## config.mk

```make
export PLATFORM = sky130hd
export DESIGN_NAME = sgpf_ctrl
export DESIGN_NICKNAME = d
export VERILOG_FILES = /design/src/rtl/sgpf_pkg.sv /design/src/rtl/sgpf_ctrl.sv
export SDC_FILE = /design/constraint.sdc
export NUM_CORES = 1
export LEC_CHECK = 0
export BUFFER_PORTS_ARGS = -buffer_cell sky130_fd_sc_hd__buf_2
export CORE_AREA = 2 2 39 41
export CTS_CLUSTER_DIAMETER = 200
export CTS_CLUSTER_SIZE = 8
export DETAILED_ROUTE_END_ITERATION = 10
export DIE_AREA = 0 0 41 43
export HOLD_SLACK_MARGIN = 0.12
export PLACE_DENSITY = 0.62
export SLEW_MARGIN = 30
export SYNTH_ARGS = -nofsm -noshare
export SYNTH_HDL_FRONTEND = slang
export SYNTH_SLANG_ARGS = --single-unit
```

## constraint.sdc

```tcl
create_clock -name clock -period 1.61 [get_ports clock]
set_input_delay 0.4025 -clock clock [delete_from_list [all_inputs] [get_ports clock]]
set_output_delay 0.4025 -clock clock [all_outputs]
set_load 0.01 [all_outputs]
```

## src/rtl/sgpf_pkg.sv

```systemverilog
package sgpf_pkg;

   localparam int unsigned MAX_N   = 65535;
   localparam int          MAP_AW  = $clog2(MAX_N + 1);
   localparam int          SIEVE_W = MAP_AW + 1;
   localparam int          SUM_W   = 16;
   localparam int          SMALL_W = 15;
   localparam int          LARGE_W = 16;

   typedef enum logic [0:0] {
      ACT_BUILD = 1'b0,
      ACT_QUERY = 1'b1
   } action_type;

   typedef enum logic [2:0] {
      ST_IDLE,
      ST_FILL,
      ST_P_TEST,
      ST_P_CHECK,
      ST_MARK,
      ST_QSCAN,
      ST_RESP
   } state_type;

   typedef struct packed {
      logic load_req;
      logic fill_init;
      logic fill_write;
      logic sieve_init;
      logic p_read;
      logic mark_init;
      logic mark_write;
      logic p_next;
      logic set_ready;
      logic q_init;
      logic q_scan;
      logic res_build;
      logic res_none;
      logic res_hit;
   } cmd_type;

   typedef struct packed {
      logic fill_last;
      logic sq_over;
      logic p_prime;
      logic mark_last;
      logic sieve_ready;
      logic hit;
      logic exhausted;
   } status_type;

endpackage

```

## src/rtl/sgpf_ctrl.sv

```systemverilog
module sgpf_ctrl
   import sgpf_pkg::*;
(
   input  logic       clock,
   input  logic       reset,
   input  logic       req_valid,
   input  logic       req_action,
   input  logic       rsp_ready,
   input  status_type stat,
   output logic       req_ready,
   output logic       rsp_valid,
   output cmd_type    cmd
);

   state_type state_ff;
   state_type state_in;

   always_ff @(posedge clock) begin
      if (reset) begin
         state_ff <= ST_IDLE;
      end else begin
         state_ff <= state_in;
      end
   end

   // next state
   always_comb begin
      state_in = state_ff;
      case (state_ff)
         ST_IDLE: begin
            if (req_valid) begin
               if (req_action == ACT_BUILD) begin
                  state_in = ST_FILL;
               end else if (stat.sieve_ready) begin
                  state_in = ST_QSCAN;
               end else begin
                  state_in = ST_RESP;
               end
            end
         end
         ST_FILL: begin
            if (stat.fill_last) state_in = ST_P_TEST;
         end
         ST_P_TEST: begin
            state_in = stat.sq_over ? ST_RESP : ST_P_CHECK;
         end
         ST_P_CHECK: begin
            state_in = stat.p_prime ? ST_MARK : ST_P_TEST;
         end
         ST_MARK: begin
            if (stat.mark_last) state_in = ST_P_TEST;
         end
         ST_QSCAN: begin
            if (stat.hit || stat.exhausted) state_in = ST_RESP;
         end
         ST_RESP: begin
            if (rsp_ready) state_in = ST_IDLE;
         end
         default: state_in = ST_IDLE;
      endcase
   end

   // outputs
   always_comb begin
      cmd       = '0;
      req_ready = 1'b0;
      rsp_valid = 1'b0;
      case (state_ff)
         ST_IDLE: begin
            req_ready = 1'b1;
            if (req_valid) begin
               cmd.load_req = 1'b1;
               if (req_action == ACT_BUILD) begin
                  cmd.fill_init = 1'b1;
               end else if (stat.sieve_ready) begin
                  cmd.q_init = 1'b1;
               end else begin
                  cmd.res_none = 1'b1;
               end
            end
         end
         ST_FILL: begin
            cmd.fill_write = 1'b1;
            if (stat.fill_last) cmd.sieve_init = 1'b1;
         end
         ST_P_TEST: begin
            if (stat.sq_over) begin
               cmd.set_ready = 1'b1;
               cmd.res_build = 1'b1;
            end else begin
               cmd.p_read = 1'b1;
            end
         end
         ST_P_CHECK: begin
            if (stat.p_prime) begin
               cmd.mark_init = 1'b1;
            end else begin
               cmd.p_next = 1'b1;
            end
         end
         ST_MARK: begin
            cmd.mark_write = 1'b1;
            if (stat.mark_last) cmd.p_next = 1'b1;
         end
         ST_QSCAN: begin
            cmd.q_scan = 1'b1;
            if (stat.hit) begin
               cmd.res_hit = 1'b1;
            end else if (stat.exhausted) begin
               cmd.res_none = 1'b1;
            end
         end
         ST_RESP: begin
            rsp_valid = 1'b1;
         end
         default: begin
            cmd = '0;
         end
      endcase
   end

endmodule

```

---- After elaboration in Yosys (flattened, before gate mapping) ----
Index checks and enable logic that the tools add are counted.
cells by class
  reduce and logical (&&, ||, !) cells .... 3
  mux-type cells .......................... 40
  equal/unequal tests ..................... 11
operators with widths
  operator                                                                count
  1-bit 2-to-1 mux                                                        25
  3-bit 2-to-1 mux                                                        8
  3-bit case mux with 7 select lines                                      1
  2-bit != test (second input constant)                                   5
  3-bit equality test (second input constant)                             3
  2-bit 2-to-1 mux                                                        4
  3-bit by 2-bit equality test with 1-bit output (second input constant)  2
  5-bit AND reduction                                                     1
  1-bit case mux with 2 select lines                                      2
  3-bit by 1-bit equality test with 1-bit output (second input constant)  1
  3-bit zero test                                                         1
  1-bit logical OR                                                        1
storage, ports and cells
  register bits ........................... 3
  word-level logic and storage cells ...... 55
  bits of input ports ..................... 12

---- Longest topological paths before layout ----
Gate-level depths: netlist of run 1.
  word-level depth ........................ 4
  depth in mapped cells ................... 5

---- Worst setup path after synthesis of run 1 ----
OpenSTA, ideal clock, no wires.
  path kind ............................... flip-flop to output port
  start point ............................. register state_ff[1]
  end point ............................... output port cmd[5] (netlist bit)
  required time ........................... 1.207 ns
  slack ................................... -0.173 ns
  path buffers ............................ 2
  arrival ................................. 1.380 ns
  stages on the path, launching flop included .. 5
  cells stage by stage .................... dfxtp_1 > buf_2 > inv_1 > nor4b_1 > buf_4
RTL lines
  what                    RTL line         RTL
  start, declared         sgpf_ctrl.sv:15  state_type state_ff;
  start signal, assigned  sgpf_ctrl.sv:22  state_ff <= state_in;
  end, declared           sgpf_ctrl.sv:12  output cmd_type cmd

==> results of run 1 <==
-- final cells by class --
class | instances | area (um2) | share of cell area
timing repair buffer | 38 | 228 | 0.313
sequential | 3 | 71.3 | 0.0979
clock buffer | 4 | 26.3 | 0.0361
tap | 16 | 20.0 | 0.0275
multi-input combinational | 42 | 364 | 0.500
inverter | 5 | 18.8 | 0.0258
-- metal layers --
layer / wire, um / part of all wire / vias up
met4: 0 / 0 / 0
met1: 548 / 0.43 / 240
met2: 635 / 0.50 / 24
met5: 0 / 0 / -
met3: 89 / 0.070 / 0
li1: - / - / 275
-- logic make-up (layout without fill, tap and decap cells) --
kind of cell	after synthesis	count (layout)	synth area share
compound gates	11	11	0.226
buf+inv	9	47	0.111
flops	3	3	0.153
mux	3	3	0.0764
simple gates	28	28	0.433
-- final timing paths --
check,slack [ps],startpoint,cells after the start,end
max,-20,state_ff[1],4,cmd[5]
min,390,reset,2,state_ff[2]
max reg2reg,90,state_ff[0],5,state_ff[2]
min reg2reg,670,state_ff[0],3,state_ff[0]
-- cells in the mapped netlist, drive strengths merged, types with 2 or more instances --
cell and count:
a21oi 4, and2 3, and3 3, buf 4
dfxtp 3, inv 5, mux2i 3, nand2 4
nand2b 3, nor2 4, nor3 3, nor3b 2
o21ai 2
-- power breakdown --
| part | internal (mW) | switching, mW | total (mW) |
|---|---|---|---|
| Clock | 0.0927 | 0.0364 | 0.129 |
| Combinational | 0.501 | 0.473 | 0.974 |
| Sequential | 0.134 | 0.0883 | 0.222 |
| Total | 0.728 | 0.598 | 1.33 |
-- what timing repair did --
item	CTS	global route
buffers inserted	2	4
gates resized for setup	14	15
hold buffers	0	0
setup endpoints to repair	13	8
pin swaps	3	4
hold endpoints to repair	0	0
==> impl_metrics.csv, run 1 <==
group,metric,value,unit
cells_and_area,fin_area,728,um2
global_routing,use_met1,0.177,
outcome,run_status,"finished with violations",
synth,synth_seq_cells,3,
synth,synth_cells,54,
global_routing,grt_util_met3,0.0366,
global_routing,use_met2,0.225,
detailed_routing,drt-pass1-iter-count,4,
synth,syn_nets,66,
global_routing,grt_pass1_wl,1.74,mm
detailed_routing,drcViolationCount,0,
place,placed_area,572,um2
cts,htreeDepth,1,
synth,netlist.area_leader.share,0.153,
cells_and_area,finish.utilization,0.526,
cells_and_area,area_growth_syn_to_layout,85.4,%
critical_path,end_kind,"output port",
timing,worstMarginPinSlew,338,ps
cells_and_area,final_common_cell,"buf_2",
power_and_ir_drop,ir_drop,0.862,mV
worst_hold_path,hp-class,"input port to flop",
synth,netlist_area,393,um2
critical_path,crit_family,"buffers and inverters",
critical_path,cp_cell_sequence,"buf_4, inv_2, nor4b_4, buf_2",
critical_path,cp_slowest_stage_delay,390,ps
place,dp_hpwl,852,um
critical_path,crit_path_top_delay_cell,"dfxtp_4",
global_routing,grt_pass1_vias,433,
global_routing,global_route.overflow_total,0,
synth,yosys_warnings,0,
synth,async_flop_share,0,
timing,hold_slack,394,ps
die,core_area,1380,um2
timing,slew_viol_final,0,
die,die_x,41,um
critical_path,crit_required,1210,ps
critical_path,cp_max_fo,6,
cts,cts_root_buffer,"clkbuf_4",
global_routing,track_usage,0.141,
cells_and_area,stdcell_count,108,
synth,synth_ff_type,"dfxtp_1",
cts,numCtsBuffers,3,
critical_path,path_class,"flop to output port",
timing,finalHoldViolCount,0,
timing,setup_viol,3,
die,rows,14,
synth,synth_largest_area_cell,"dfxtp_1",
cells_and_area,fillers,137,
place,dp.cells,98,
cells_and_area,largest_reg_flops,3,
synth,syn_area_per_cell,7.28,um2
critical_path,critPathBufInv,3,
timing,fin_tns_setup,-33.6,ps
outcome,violations,"negative setup slack",
detailed_routing,dr_total_vias,539,
global_routing,antenna_found_initial,0,
cts,path_clk_slew,40,ps
cells_and_area,reg_top3,"state_ff x3",
timing,skew,3.79,ps
place,place_ws,47.9,ps
cells_and_area,antenna_cells,0,
global_routing,grt_busiest_layer,"met2",
cts,cts_sinks,3,
detailed_routing,dr.first_iter.drc_count,4,
place,gp_congestion,0.822,
cells_and_area,max_flop_register,"state_ff",
die,initial_core_util,0.284,
critical_path,cp.arrival,1220,ps
power_and_ir_drop,power_leakage,0.366,nW
synth,ys_seq_area_frac,0.153,
timing,max_slew_margin,0.774,
power_and_ir_drop,power.density,1820,nW/um2
cts,cts_tree,"done",
cells_and_area,mostFrequentLayoutCells,"buf_2 (26), buf_4 (10), a21oi_1 (4)",
cts,clk_path_buf_depth,2,
die,die_height,43,um
timing,rsz0062_at_grt,"true",
detailed_routing,postRouteAntennaNets,0,
die,dieArea,1760,um2
detailed_routing,totalWireLength,1.27,mm
cts,clk_latency,230,ps
timing,period_needed,1630,ps
critical_path,start_kind,"flop",
detailed_routing,wl_per_cell,11.8,um
run,cap_viol_max_count,0,
synth,ys_types,26,
detailed_routing,viasPerCell,4.99,
cells_and_area,nNetsFinal,105,
synth,synth-edff-count,0,
timing,fin_ws,-15.6,ps
timing,max_freq,615,MHz
die,io-pin-count,28,
global_routing,grt_max_degree,11,
place,io_buffers,27,
timing,timing.final.crit_share,1.01,
cells_and_area,drive_gt1_frac,0.630,
synth,synth_area_leaders,"dfxtp_1 (15%), mux2i_1 (7.6%), a21oi_1 (5.1%), and2_1 (4.8%), and3_1 (4.8%)",
power_and_ir_drop,power.total,1.33,mW
(Power assumes the default switching activity.)
==> run 2, diff against run 1 <==
--- a/config.mk
+++ b/config.mk
@@ -5,6 +5,7 @@
 export SDC_FILE = /design/constraint.sdc
 export NUM_CORES = 1
 export LEC_CHECK = 0
+export ABC_AREA = 1
 export BUFFER_PORTS_ARGS = -buffer_cell sky130_fd_sc_hd__buf_2
 export CORE_AREA = 2 2 39 41
 export CTS_CLUSTER_DIAMETER = 200
@@ -12,7 +13,8 @@
 export DETAILED_ROUTE_END_ITERATION = 10
 export DIE_AREA = 0 0 41 43
 export HOLD_SLACK_MARGIN = 0.12
-export PLACE_DENSITY = 0.62
+export PLACE_DENSITY = 0.65
+export SETUP_SLACK_MARGIN = 0.1
 export SLEW_MARGIN = 30
 export SYNTH_ARGS = -nofsm -noshare
 export SYNTH_HDL_FRONTEND = slang
==> impl_metrics.csv, run 2 <==
group,metric,value,unit
outcome,run_status,"finished with violations",
outcome,violations,"negative setup slack",
power_and_ir_drop,power_leakage,0.437,nW
die,initial_core_util,0.309,
global_routing,antenna_found_initial,0,
place,io_buffers,27,
power_and_ir_drop,ir_drop,0.875,mV
cells_and_area,drive_gt1_frac,0.605,
timing,max_freq,609,MHz
timing,slew_viol_final,0,
cells_and_area,largest_reg_flops,3,
detailed_routing,dr_total_vias,580,
critical_path,path_class,"flop to output port",
cts,numCtsBuffers,3,
timing,finalHoldViolCount,0,
die,rows,14,
critical_path,r2r-end,"state_ff[2]",
synth,synth_ff_type,"dfxtp_1",
synth,netlist.area_leader.share,0.140,
synth,synth_seq_cells,3,
timing,setup_viol,4,
timing,fin_tns_setup,-77.0,ps
detailed_routing,drcViolationCount,0,
die,die_height,43,um
synth,syn_nets,86,
timing,skew,5.15,ps
synth,syn_area_per_cell,5.78,um2
critical_path,cp_slowest_stage_delay,360,ps
synth,netlist_area,428,um2
cts,path_clk_slew,40,ps
global_routing,grt_pass1_vias,506,
cts,clk_path_buf_depth,2,
die,dieArea,1760,um2
cts,cts_root_buffer,"clkbuf_4",
synth,ys_seq_area_frac,0.140,
place,dp.cells,118,
synth,synthTopCellsByCount,"inv_1 (14), nand2_1 (12), nor2_1 (9)",
cells_and_area,max_flop_register,"state_ff",
power_and_ir_drop,power.density,1830,nW/um2
timing,max_slew_margin,0.859,
cells_and_area,stdcell_count,130,
synth,synth_cells,74,
critical_path,crit_path_top_delay_cell,"dfxtp_4",
synth,yosys_warnings,0,
cells_and_area,fillers,144,
global_routing,grt_pass1_wl,1.93,mm
die,io-pin-count,28,
timing,timing.final.crit_share,1.02,
die,die_x,41,um
run,cap_viol_max_count,0,
worst_hold_path,hold_start,"reset",
cells_and_area,antenna_cells,0,
synth,synth_area_leaders,"dfxtp_1 (14%), inv_1 (12%), nand2_1 (11%), nor2_4 (11%), nand3_1 (9.4%)",
critical_path,setup.worst_path.start,"state_ff[0]",
cts,cts_sinks,3,
timing,worstMarginPinSlew,210,ps
synth,synth_largest_area_cell,"dfxtp_1",
detailed_routing,wl_per_cell,10.2,um
critical_path,r2r_slack,320,ps
cts,clk_latency,230,ps
critical_path,rr_worst_depth,10,
cells_and_area,final_common_cell,"buf_2",
detailed_routing,viasPerCell,4.46,
global_routing,global_route.overflow_total,0,
detailed_routing,drt-pass1-iter-count,2,
synth,async_flop_share,0,
detailed_routing,postRouteAntennaNets,0,
synth,ys_types,17,
timing,period_needed,1640,ps
cells_and_area,nNetsFinal,127,
detailed_routing,dr.first_iter.drc_count,1,
critical_path,end_kind,"output port",
synth,synth-edff-count,0,
critical_path,start_kind,"flop",
global_routing,track_usage,0.153,
critical_path,crit_top_cell,"nor2_4",
timing,fin_ws,-32.8,ps
cts,cts_tree,"done",
worst_hold_path,hp-class,"input port to flop",
critical_path,cp_cell_sequence,"nor2_4, inv_2, nor2_4, nand3_2, o32ai_2, buf_2",
place,gp_congestion,0.830,
cells_and_area,area_growth_syn_to_layout,72.2,%
place,place_ws,90.1,ps
cells_and_area,mostFrequentLayoutCells,"buf_2 (26), inv_1 (12), nand2_1 (11)",
critical_path,worstReg2RegStart,"state_ff[0]",
critical_path,cp.arrival,1240,ps
worst_hold_path,whs_endpoint,"state_ff[0]",
cts,htreeDepth,1,
synth,synth.most_common_cell,"inv_1",
die,core_area,1380,um2
place,dp_hpwl,972,um
power_and_ir_drop,power.total,1.35,mW
detailed_routing,totalWireLength,1.32,mm
worst_hold_path,min_path_cells,2,
timing,rsz0062_at_grt,"true",
critical_path,cp_max_fo,4,
cells_and_area,reg_top3,"state_ff x3",
global_routing,grt_max_degree,7,
critical_path,crit_required,1210,ps
run 2: cell types whose count changed in the layout (fill, tap and decap cells not counted), moves of 3 or more:
cell      previous run  this run
and2_1               3         0
inv_1                3        12
inv_2                2         5
mux2i_1              3         0
nand2_1              3        11
nand2b_1             3         0
nand3_1              0         6
nor2_1               3         8
nor2_2               1         5
nor2_4               0         5
run 2: what timing repair did:
action / CTS / global route
cloned: 0 / 0
buffers inserted: 6 / 2
hold buffers: 0 / 0
endpoints found under the hold margin: 0 / 0
pin swaps: 5 / 4
gates resized for setup: 18 / 2
setup endpoints to repair: 16 / 16
run 2: critical path: cells and delay by family (launching register included):
family          cells  cell delay, ps
flops               1             360
simple gates        3             340
compound gates      1              90
buf+inv             2             220
run 2: area by class of cell:
cell class / instances / area [um2] / share of cell area
clock buffers: 4 / 26.3 / 0.0357
flip-flops and latches: 3 / 71.3 / 0.0968
inverters: 17 / 63.8 / 0.0866
multi-input cells: 52 / 328 / 0.445
repair buffers: 38 / 228 / 0.309
well taps: 16 / 20.0 / 0.0272
run 2: kinds of logic (layout without fill, tap and decap cells):
logic type             after synthesis  after routing  share of synthesized area
DFF                                  3              3                      0.140
buffers and inverters               19             59                      0.193
AOI/OAI and AO/OA                    6              6                     0.0789
and+or+nand+nor                     46             46                      0.588
run 2: worst max-delay path by stage:
| stage | endpoint | slack [ps] | depth (start not counted) |
|---|---|---|---|
| floorplan | cmd[4] | 150 | 5 |
| global placement | cmd[1] | 120 | 6 |
| detailed placement | cmd[1] | 90 | 6 |
| CTS | cmd[1] | -50 | 6 |
| global route | cmd[0] | -110 | 6 |
| finish | cmd[1] | -30 | 6 |
run 2: per-layer routing:
| layer | global-route usage | vias up | share of wire | wire length [um] |
|---|---|---|---|---|
| li1 | - | 305 | - | - |
| met1 | 0.205 | 262 | 0.42 | 558 |
| met2 | 0.259 | 13 | 0.54 | 709 |
| met3 | 0.0314 | 0 | 0.039 | 52 |
| met4 | 0 | 0 | 0 | 0 |
| met5 | 0 | - | 0 | 0 |
run 2: per-stage QoR:
| stage | hold WS [ps] | cell area (um2) | utilization |
|---|---|---|---|
| 6_report | 332 | 737 | 0.533 |
| 5_1_grt | 334 | 737 | 0.533 |
| 4_1_cts | 327 | 714 | 0.516 |
| 3_5_place_dp | 579 | 587 | 0.424 |
| 3_3_place_gp | 579 | 587 | 0.424 |
| 2_1_floorplan | 472 | 428 | - |
run 2: power breakdown:
group	leakage, nW	switching (mW)	total (mW)	internal [mW]
logic	0.396	0.556	1.02	0.464
clock network	0.0150	0.0369	0.130	0.0928
registers	0.0267	0.0677	0.200	0.132
